$ cat config.mk
export PLATFORM = sky130hd
export DESIGN_NAME = ray_box_slab_intersection_core
export DESIGN_NICKNAME = d
export VERILOG_FILES = /design/src/rtl/rbs_pkg.sv /design/src/rtl/ray_box_slab_intersection_core.sv /design/src/rtl/rbs_div.sv
export SDC_FILE = /design/constraint.sdc
export NUM_CORES = 2
export LEC_CHECK = 0
export BUFFER_PORTS_ARGS = -buffer_cell sky130_fd_sc_hd__buf_2
export CAP_MARGIN = 20
export CORE_UTILIZATION = 48
export DETAILED_ROUTE_END_ITERATION = 6
export PLACE_DENSITY_LB_ADDON = 0.12
export SLEW_MARGIN = 20
export SYNTH_ARGS = -nofsm -noshare
export SYNTH_HDL_FRONTEND = slang
export SYNTH_HIERARCHICAL = 1
export SYNTH_SLANG_ARGS = --single-unit
export TNS_END_PERCENT = 5
$ cat constraint.sdc
create_clock -name clk -period 19.75 [get_ports clk]
set_input_delay 1.975 -clock clk [delete_from_list [all_inputs] [get_ports clk]]
set_output_delay 1.975 -clock clk [all_outputs]
set_load 0.05 [all_outputs]
$ cat src/rtl/rbs_pkg.sv
// Shared types and constants for the ray/box slab test block.
// No dependencies; imported by the divider and the top level.
package rbs_pkg;

  localparam int CoordW = 32;
  localparam int FracW  = 16;

  localparam logic signed [CoordW-1:0] CoordMax = {1'b0, {(CoordW-1){1'b1}}};
  localparam logic signed [CoordW-1:0] CoordMin = {1'b1, {(CoordW-1){1'b0}}};

  localparam logic OpLoad = 1'b0;
  localparam logic OpTest = 1'b1;

  // Input word: box corners on a load, ray on a test.
  typedef struct packed {
    logic                     op;
    logic signed [CoordW-1:0] vec_a_x;
    logic signed [CoordW-1:0] vec_a_y;
    logic signed [CoordW-1:0] vec_a_z;
    logic signed [CoordW-1:0] vec_b_x;
    logic signed [CoordW-1:0] vec_b_y;
    logic signed [CoordW-1:0] vec_b_z;
    logic [CoordW-2:0]        seg_limit;
  } rbs_in_t;

  // Result word of one ray test.
  typedef struct packed {
    logic                     hit;
    logic signed [CoordW-1:0] distance;
    logic signed [CoordW-1:0] hit_x;
    logic signed [CoordW-1:0] hit_y;
    logic signed [CoordW-1:0] hit_z;
  } rbs_out_t;

endpackage

$ cat src/rtl/ray_box_slab_intersection_core.sv
// Top level of the ray/box slab test: sequencer, box store, shared divider
// and multiplier. Depends on rbs_pkg and rbs_div.
//
// Usage. Input words arrive on in_valid/in_stall/in_data and are taken at an
// edge with in_valid high and in_stall low. A load word (op 0) stores the box
// corners at that edge and gives no result; the next word may follow at once.
// A test word (op 1) gives exactly one result word on out_valid/out_stall/
// out_data. Configuration: cfg_we writes cfg_data into the edge rejection bit.
// A test steps through the axes in turn: an axis with zero direction is
// checked against its slab directly; one with nonzero direction waits on the
// single bit-serial divider for two slab quotients, low plane then high, so
// up to six in all. Then follow the decision, the hit point on a hit (a
// multiply and an add per axis), and the output register.
// in_stall stays high while a test is in progress; one test at a time, so the
// next word is taken once the previous test has reached the output register.
// A finished result sits in the output register; a new word is accepted while
// it waits, but the next result holds until the receiver takes the first.
// Reset clears the box to all zero, the edge bit, and empties the output.
module ray_box_slab_intersection_core
  import rbs_pkg::*;
(
  input  logic     clk,
  input  logic     rst,
  input  logic     in_valid,
  output logic     in_stall,
  input  rbs_in_t  in_data,
  output logic     out_valid,
  input  logic     out_stall,
  output rbs_out_t out_data,
  input  logic     cfg_we,
  input  logic     cfg_data
);

  typedef enum logic [7:0] {
    ST_IDLE   = 8'b0000_0001,
    ST_AXIS   = 8'b0000_0010,
    ST_WAIT1  = 8'b0000_0100,
    ST_WAIT2  = 8'b0000_1000,
    ST_DECIDE = 8'b0001_0000,
    ST_MUL    = 8'b0010_0000,
    ST_ADD    = 8'b0100_0000,
    ST_DONE   = 8'b1000_0000
  } rbs_state_t;

  localparam int SumW = CoordW + 1 + FracW;

  rbs_state_t state;
  logic [1:0] axis;
  logic       edge_start_rejects;

  logic signed [CoordW-1:0] box_lo [3];
  logic signed [CoordW-1:0] box_hi [3];
  logic signed [CoordW-1:0] org    [3];
  logic signed [CoordW-1:0] dir    [3];
  logic signed [CoordW-1:0] hit_pt [3];
  logic [CoordW-2:0]        len;
  logic signed [CoordW-1:0] tmin;
  logic signed [CoordW-1:0] tmax;
  logic signed [CoordW-1:0] t1;
  logic                     miss;
  logic                     hit;
  logic signed [2*CoordW-1:0] prod;

  logic                     div_start;
  logic signed [CoordW:0]   div_num;
  logic                     div_done;
  logic signed [CoordW-1:0] div_q;

  logic signed [CoordW-1:0] lo_sel, hi_sel, org_sel, dir_sel;
  logic signed [CoordW-1:0] near, far;
  logic signed [SumW-1:0]   sum;
  logic signed [CoordW-1:0] sum_sat;
  logic                     miss_now;
  logic                     out_free;

  assign lo_sel  = box_lo[axis];
  assign hi_sel  = box_hi[axis];
  assign org_sel = org[axis];
  assign dir_sel = dir[axis];

  assign in_stall = (state != ST_IDLE);
  assign out_free = !out_valid || !out_stall;

  // Divider operands: low slab plane first, then high.
  assign div_start = ((state == ST_AXIS) && (dir_sel != '0)) ||
                     ((state == ST_WAIT1) && div_done);
  assign div_num   = (state == ST_AXIS) ?
                     ({lo_sel[CoordW-1], lo_sel} - {org_sel[CoordW-1], org_sel}) :
                     ({hi_sel[CoordW-1], hi_sel} - {org_sel[CoordW-1], org_sel});

  rbs_div u_div (
    .clk   (clk),
    .rst   (rst),
    .start (div_start),
    .num   (div_num),
    .den   (dir_sel),
    .done  (div_done),
    .quot  (div_q)
  );

  // Ordering of the two slab parameters of this axis.
  assign near = (t1 < div_q) ? t1 : div_q;
  assign far  = (t1 < div_q) ? div_q : t1;

  // Final miss decision over the accumulated interval.
  assign miss_now = miss ||
                    ((tmax == '0) && edge_start_rejects) ||
                    (tmax < 0) ||
                    (tmin > tmax) ||
                    (tmin > $signed({1'b0, len}));

  // Hit coordinate: origin plus floored product, saturated.
  assign sum = {{(SumW-CoordW){org_sel[CoordW-1]}}, org_sel} +
               {prod[2*CoordW-1], prod[2*CoordW-1:FracW]};
  always_comb begin
    if (sum[SumW-1:CoordW-1] == '0 || sum[SumW-1:CoordW-1] == '1)
      sum_sat = sum[CoordW-1:0];
    else if (sum[SumW-1])
      sum_sat = CoordMin;
    else
      sum_sat = CoordMax;
  end

  // Configuration register.
  always_ff @(posedge clk) begin
    if (rst) begin
      edge_start_rejects <= 1'b0;
    end else if (cfg_we) begin
      edge_start_rejects <= cfg_data;
    end
  end

  // Sequencer and datapath registers.
  always_ff @(posedge clk) begin
    if (rst) begin
      state     <= ST_IDLE;
      axis      <= '0;
      out_valid <= 1'b0;
      for (int i = 0; i < 3; i++) begin
        box_lo[i] <= '0;
        box_hi[i] <= '0;
      end
    end else begin
      // The output step sets the valid itself when it hands over a word.
      if (out_valid && !out_stall && state != ST_DONE)
        out_valid <= 1'b0;
      case (state)
        ST_IDLE: begin
          if (in_valid) begin
            if (in_data.op == OpLoad) begin
              box_lo[0] <= in_data.vec_a_x;
              box_lo[1] <= in_data.vec_a_y;
              box_lo[2] <= in_data.vec_a_z;
              box_hi[0] <= in_data.vec_b_x;
              box_hi[1] <= in_data.vec_b_y;
              box_hi[2] <= in_data.vec_b_z;
            end else begin
              org[0] <= in_data.vec_a_x;
              org[1] <= in_data.vec_a_y;
              org[2] <= in_data.vec_a_z;
              dir[0] <= in_data.vec_b_x;
              dir[1] <= in_data.vec_b_y;
              dir[2] <= in_data.vec_b_z;
              len    <= in_data.seg_limit;
              tmin   <= CoordMin;
              tmax   <= CoordMax;
              miss   <= 1'b0;
              axis   <= '0;
              state  <= ST_AXIS;
            end
          end
        end
        ST_AXIS: begin
          if (dir_sel != '0) begin
            state <= ST_WAIT1;
          end else begin
            if (org_sel < lo_sel || org_sel > hi_sel)
              miss <= 1'b1;
            if (axis == 2'd2) begin
              state <= ST_DECIDE;
            end else begin
              axis <= axis + 1'b1;
            end
          end
        end
        ST_WAIT1: begin
          if (div_done) begin
            t1    <= div_q;
            state <= ST_WAIT2;
          end
        end
        ST_WAIT2: begin
          if (div_done) begin
            if (near > tmin) tmin <= near;
            if (far < tmax) tmax <= far;
            if (axis == 2'd2) begin
              state <= ST_DECIDE;
            end else begin
              axis  <= axis + 1'b1;
              state <= ST_AXIS;
            end
          end
        end
        ST_DECIDE: begin
          hit  <= !miss_now;
          axis <= '0;
          state <= miss_now ? ST_DONE : ST_MUL;
        end
        ST_MUL: begin
          prod  <= dir_sel * tmin;
          state <= ST_ADD;
        end
        ST_ADD: begin
          hit_pt[axis] <= sum_sat;
          if (axis == 2'd2) begin
            state <= ST_DONE;
          end else begin
            axis  <= axis + 1'b1;
            state <= ST_MUL;
          end
        end
        ST_DONE: begin
          if (out_free) begin
            out_valid         <= 1'b1;
            out_data.hit      <= hit;
            out_data.distance <= hit ? tmin : CoordMax;
            out_data.hit_x    <= hit ? hit_pt[0] : '0;
            out_data.hit_y    <= hit ? hit_pt[1] : '0;
            out_data.hit_z    <= hit ? hit_pt[2] : '0;
            state             <= ST_IDLE;
          end
        end
        default: begin
          state <= ST_IDLE;
        end
      endcase
    end
  end

  a_miss_word: assert property (@(posedge clk) disable iff (rst)
    (out_valid && !out_data.hit) |->
      (out_data.distance == CoordMax && out_data.hit_x == '0 &&
       out_data.hit_y == '0 && out_data.hit_z == '0))
    else $error("miss word carries a distance or a point");

  a_result_from_done: assert property (@(posedge clk) disable iff (rst)
    $rose(out_valid) |-> $past(state == ST_DONE))
    else $error("result appeared outside the output step");

  a_div_only_waiting: assert property (@(posedge clk) disable iff (rst)
    div_done |-> (state == ST_WAIT1 || state == ST_WAIT2))
    else $error("quotient finished while the sequencer was not waiting");

endmodule

$ cat src/rtl/rbs_div.sv
// Bit-serial signed divider: (num << 16) / den, truncated and saturated.
// Depends on rbs_pkg for the coordinate width and limits.
module rbs_div
  import rbs_pkg::*;
(
  input  logic                     clk,
  input  logic                     rst,
  input  logic                     start,
  input  logic signed [CoordW:0]   num,
  input  logic signed [CoordW-1:0] den,
  output logic                     done,
  output logic signed [CoordW-1:0] quot
);

  localparam int DvdW = CoordW + 1 + FracW;
  localparam int CntW = $clog2(DvdW + 1);

  logic              busy;
  logic [CntW-1:0]   cnt;
  logic [DvdW-1:0]   dvd;
  logic [DvdW-1:0]   q;
  logic [CoordW-1:0] rem;
  logic [CoordW-1:0] md;
  logic              neg;

  logic [CoordW:0]   mn;
  logic [CoordW:0]   trial;
  logic              take;

  // Magnitude of the numerator and one restoring step.
  assign mn    = num[CoordW] ? (~num + 1'b1) : num;
  assign trial = {rem, dvd[DvdW-1]};
  assign take  = trial >= {1'b0, md};

  always_ff @(posedge clk) begin
    if (rst) begin
      busy <= 1'b0;
      done <= 1'b0;
      cnt  <= '0;
    end else begin
      done <= 1'b0;
      if (start) begin
        busy <= 1'b1;
        cnt  <= CntW'(DvdW);
        dvd  <= {mn, {FracW{1'b0}}};
        q    <= '0;
        rem  <= '0;
        md   <= den[CoordW-1] ? (~den + 1'b1) : den;
        neg  <= num[CoordW] ^ den[CoordW-1];
      end else if (busy) begin
        rem <= take ? CoordW'(trial - {1'b0, md}) : trial[CoordW-1:0];
        q   <= {q[DvdW-2:0], take};
        dvd <= {dvd[DvdW-2:0], 1'b0};
        cnt <= cnt - 1'b1;
        if (cnt == CntW'(1)) begin
          busy <= 1'b0;
          done <= 1'b1;
        end
      end
    end
  end

  // Sign and saturation of the finished quotient.
  always_comb begin
    if (neg) begin
      if ((|q[DvdW-1:CoordW]) || (q[CoordW-1] && (|q[CoordW-2:0])))
        quot = CoordMin;
      else
        quot = ~q[CoordW-1:0] + 1'b1;
    end else begin
      if (|q[DvdW-1:CoordW-1])
        quot = CoordMax;
      else
        quot = q[CoordW-1:0];
    end
  end

  a_done_after_busy: assert property (@(posedge clk) disable iff (rst)
    done |-> $past(busy))
    else $error("divider done without a running division");

  a_no_start_busy: assert property (@(posedge clk) disable iff (rst)
    busy |-> !done)
    else $error("divider busy and done together");

  a_done_pulse: assert property (@(posedge clk) disable iff (rst)
    done |=> !done)
    else $error("divider done longer than one cycle");

endmodule
==> flow_summary.json <==
{
  "status": "completed",
  "reg2reg_slack_ns": 8.86,
  "rows": 155,
  "drtAntennaViolNets": 0,
  "io_pins": 361,
  "htree_levels": 3,
  "slowest_delay_ns": 0.87,
  "ys.flop_type": "edfxtp_1",
  "yosysTopAreaCellShare_pct": 32.3,
  "avgSynthCellArea_um2": 10.5,
  "avgViaCountPerCell": 5.65,
  "setup_violations": 0,
  "cts-buffers-inserted": 105,
  "finalMaxSlewViolations": 0,
  "io_buffers": 360,
  "place_congestion": 0.959,
  "clk_latency_ns": 0.79,
  "hold_violations": 0,
  "synthTopCellsByArea": "edfxtp_1 32%, fa_1 25%, ha_1 7.1%",
  "met1_usage_pct": 40.6,
  "first_pass_iters": 6,
  "wl_per_cell_um": 24.9,
  "tightest_slew_ns": 1.30,
  "fp.dieArea_um2": 183000,
  "ys.warnings.count": 6,
  "grt_max_degree": 149,
  "max_cap_viol_count": 0,
  "hold_buffers": 0,
  "cp.required_ns": 20.24,
  "clkSinkCount": 955,
  "fin_setup_tns_ns": 0,
  "cp_slowest_cell": "nor4b_2",
  "ys_types": 115,
  "dp.cells": 10700,
  "async_flop_share_pct": 0,
  "hp-class": "reg -> reg",
  "fin_skew_ns": 0.0458,
  "grt_first_pass_wirelength_um": 402000,
  "crit_top_cell": "fa_1",
  "synth_edf_count": 933,
  "worstPathArrival_ns": 11.39,
  "grt_usage_pct": 29.9,
  "fin_nets": 10300,
  "synth.net_count": 10100,
  "grt_busiest_layer": "met2",
  "antenna_found_initial": 15,
  "drt_iter0_drc": 5170,
  "synthCells": 8275,
  "crit_path_end_kind": "flop",
  "clock-root-buffer": "clkbuf_16",
  "drc": 0,
  "clk_pin_slew_ns": 0.06,
  "vias": 61900,
  "ys_top_cells_by_count": "1231 x inv_1, 1085 x fa_1, 933 x edfxtp_1",
  "final_cell_count_no_fill": 10900,
  "ys_ff_latch": 955,
  "synth_seq_area_share_pct": 32.8,
  "die_w_um": 427,
  "cts_tree": "built",
  "period_needed_ns": 10.89,
  "fill_cells": 15900,
  "start_kind": "flop",
  "dp_slack_ns": 9.06,
  "area_growth_pct": 9.20,
  "hold_path.startpoint": "u_div/cnt[1]",
  "path_max_fanout": 38,
  "path_class": "reg -> reg",
  "rsz0062_at_grt": "no",
  "grt_pass1_vias": 63100,
  "synth_area_leader_cell": "edfxtp_1",
  "fin_crit_sh_pct": 55.2,
  "grt_use_met2_pct": 47.1,
  "min_path_cells": 2,
  "reg2reg_depth": 28,
  "r2r-end": "prod[63]",
  "holdPathEnd": "u_div/cnt[1]",
  "yosysMostFrequentCell": "inv_1",
  "relSlewSlack_pct": 13.6,
  "place_hpwl_um": 207000,
  "core_um2": 179000,
  "clockBufferDepth": 3,
  "die_y_um": 427,
  "overflow": 0,
  "cts_resized": 0,
  "syn_area_um2": 86800,
  "initial_core_util_pct": 48.5,
  "drive_above_1_share_pct": 9.36,
  "cts_setup_buffers": 0,
  "fmax_mhz": 91.8,
  "wirelength_um": 273000,
  "setup_ws_ns": 8.86,
  "met3_usage_pct": 7.69
}
-- worst max path at each step --
stage,start,to,slack [ns],cells after the start
detailed placement,flop,prod[63],9.06,28
floorplan,rst,dir[0][0],2.62,2
global route,flop,prod[63],8.63,28
finish,flop,prod[63],8.86,28
global placement,flop,prod[63],9.19,29
CTS,flop,prod[63],8.98,28
-- area by class of cell --
| cell class | instances | area, um2 | area share (%) |
|---|---|---|---|
| diodes | 1 | 2.50 | 0.00264 |
| clock buffers | 135 | 2810 | 2.96 |
| clock inverters | 59 | 746 | 0.786 |
| inverters | 1248 | 4680 | 4.94 |
| multi-input cells | 5705 | 52400 | 55.2 |
| flip-flops and latches | 955 | 28500 | 30.0 |
| well taps | 2355 | 2950 | 3.11 |
| repair buffers | 487 | 2790 | 2.94 |
-- kinds of logic after synthesis --
| logic type | share of synthesized area, % |
|---|---|
| AOI/OAI and AO/OA | 8.48 |
| buffers and inverters | 7.21 |
| muxes | 2.25 |
| adders and majority gates | 32.1 |
| DFF | 32.8 |
| xor gates and xnor gates | 2.29 |
| and+or+nand+nor | 14.9 |
-- worst max-delay path: cells and delay by family, from the launching register on --
kind	cells	cell delay, ns
multiplexers	1	0.21
AO/OA/AOI/OAI	5	1.54
XOR/XNOR	1	0.11
adder cells (fa/ha/maj)	9	4.36
AND/OR/NAND/NOR	6	1.80
flip-flops	1	0.72
buffers and inverters	6	1.70
-- through the flow --
step	hold WS (ns)	utilization (%)	area, um2
after global routing	0.535	53.0	94800
final	0.503	53.0	94800
after detailed placement	0.495	51.0	91200
after CTS	0.504	53.0	94800
after floorplan	0.446	-	86800
after global placement	0.487	51.0	91200
-- flip-flops by register name, summed over array words and instances, names as in the netlist, 8 cells and up, named ones only --
name       count
out_data     129
box_hi        96
box_lo        96
dir           96
hit_pt        96
org           96
u_div/q       49
prod          48
u_div/dvd     33
t1            32
tmax          32
tmin          32
u_div/md      32
u_div/rem     32
len           31
state          8
-- metal layers --
layer / up-vias / wire (um) / share of wire (%)
met5: - / 80 / 0.029
met4: 10 / 9100 / 3.3
met3: 489 / 25400 / 9.3
met2: 2537 / 123000 / 45
met1: 31200 / 115000 / 42
li1: 27600 / - / -
-- cell usage in the layout (no fill, tap or decap), types with 15 or more instances in the layout --
master	count
o21a_1	78
clkbuf_1	23
buf_2	360
xor2_1	104
nor2_1	410
fa_1	1085
nand2b_1	73
or2_2	15
inv_1	1231
o21ai_2	25
and2_1	688
o21ai_0	278
nand2_1	877
and3_1	28
a21oi_1	276
o31ai_1	28
xnor2_1	123
nand3_1	52
clkinv_2	16
o311ai_1	16
a211oi_1	23
buf_4	124
mux2_2	35
or3_1	31
a21o_1	172
nor4_1	36
edfxtp_1	933
o21bai_1	24
clkbuf_16	105
a31oi_1	42
nor2b_1	91
o211ai_1	21
nand4_1	74
nor3_1	66
dfxtp_1	20
mux2i_1	151
clkinv_1	31
ha_1	490
Power is not shown: default switching activity piles up to over one toggle a cycle in this logic, so the estimate is an artifact.
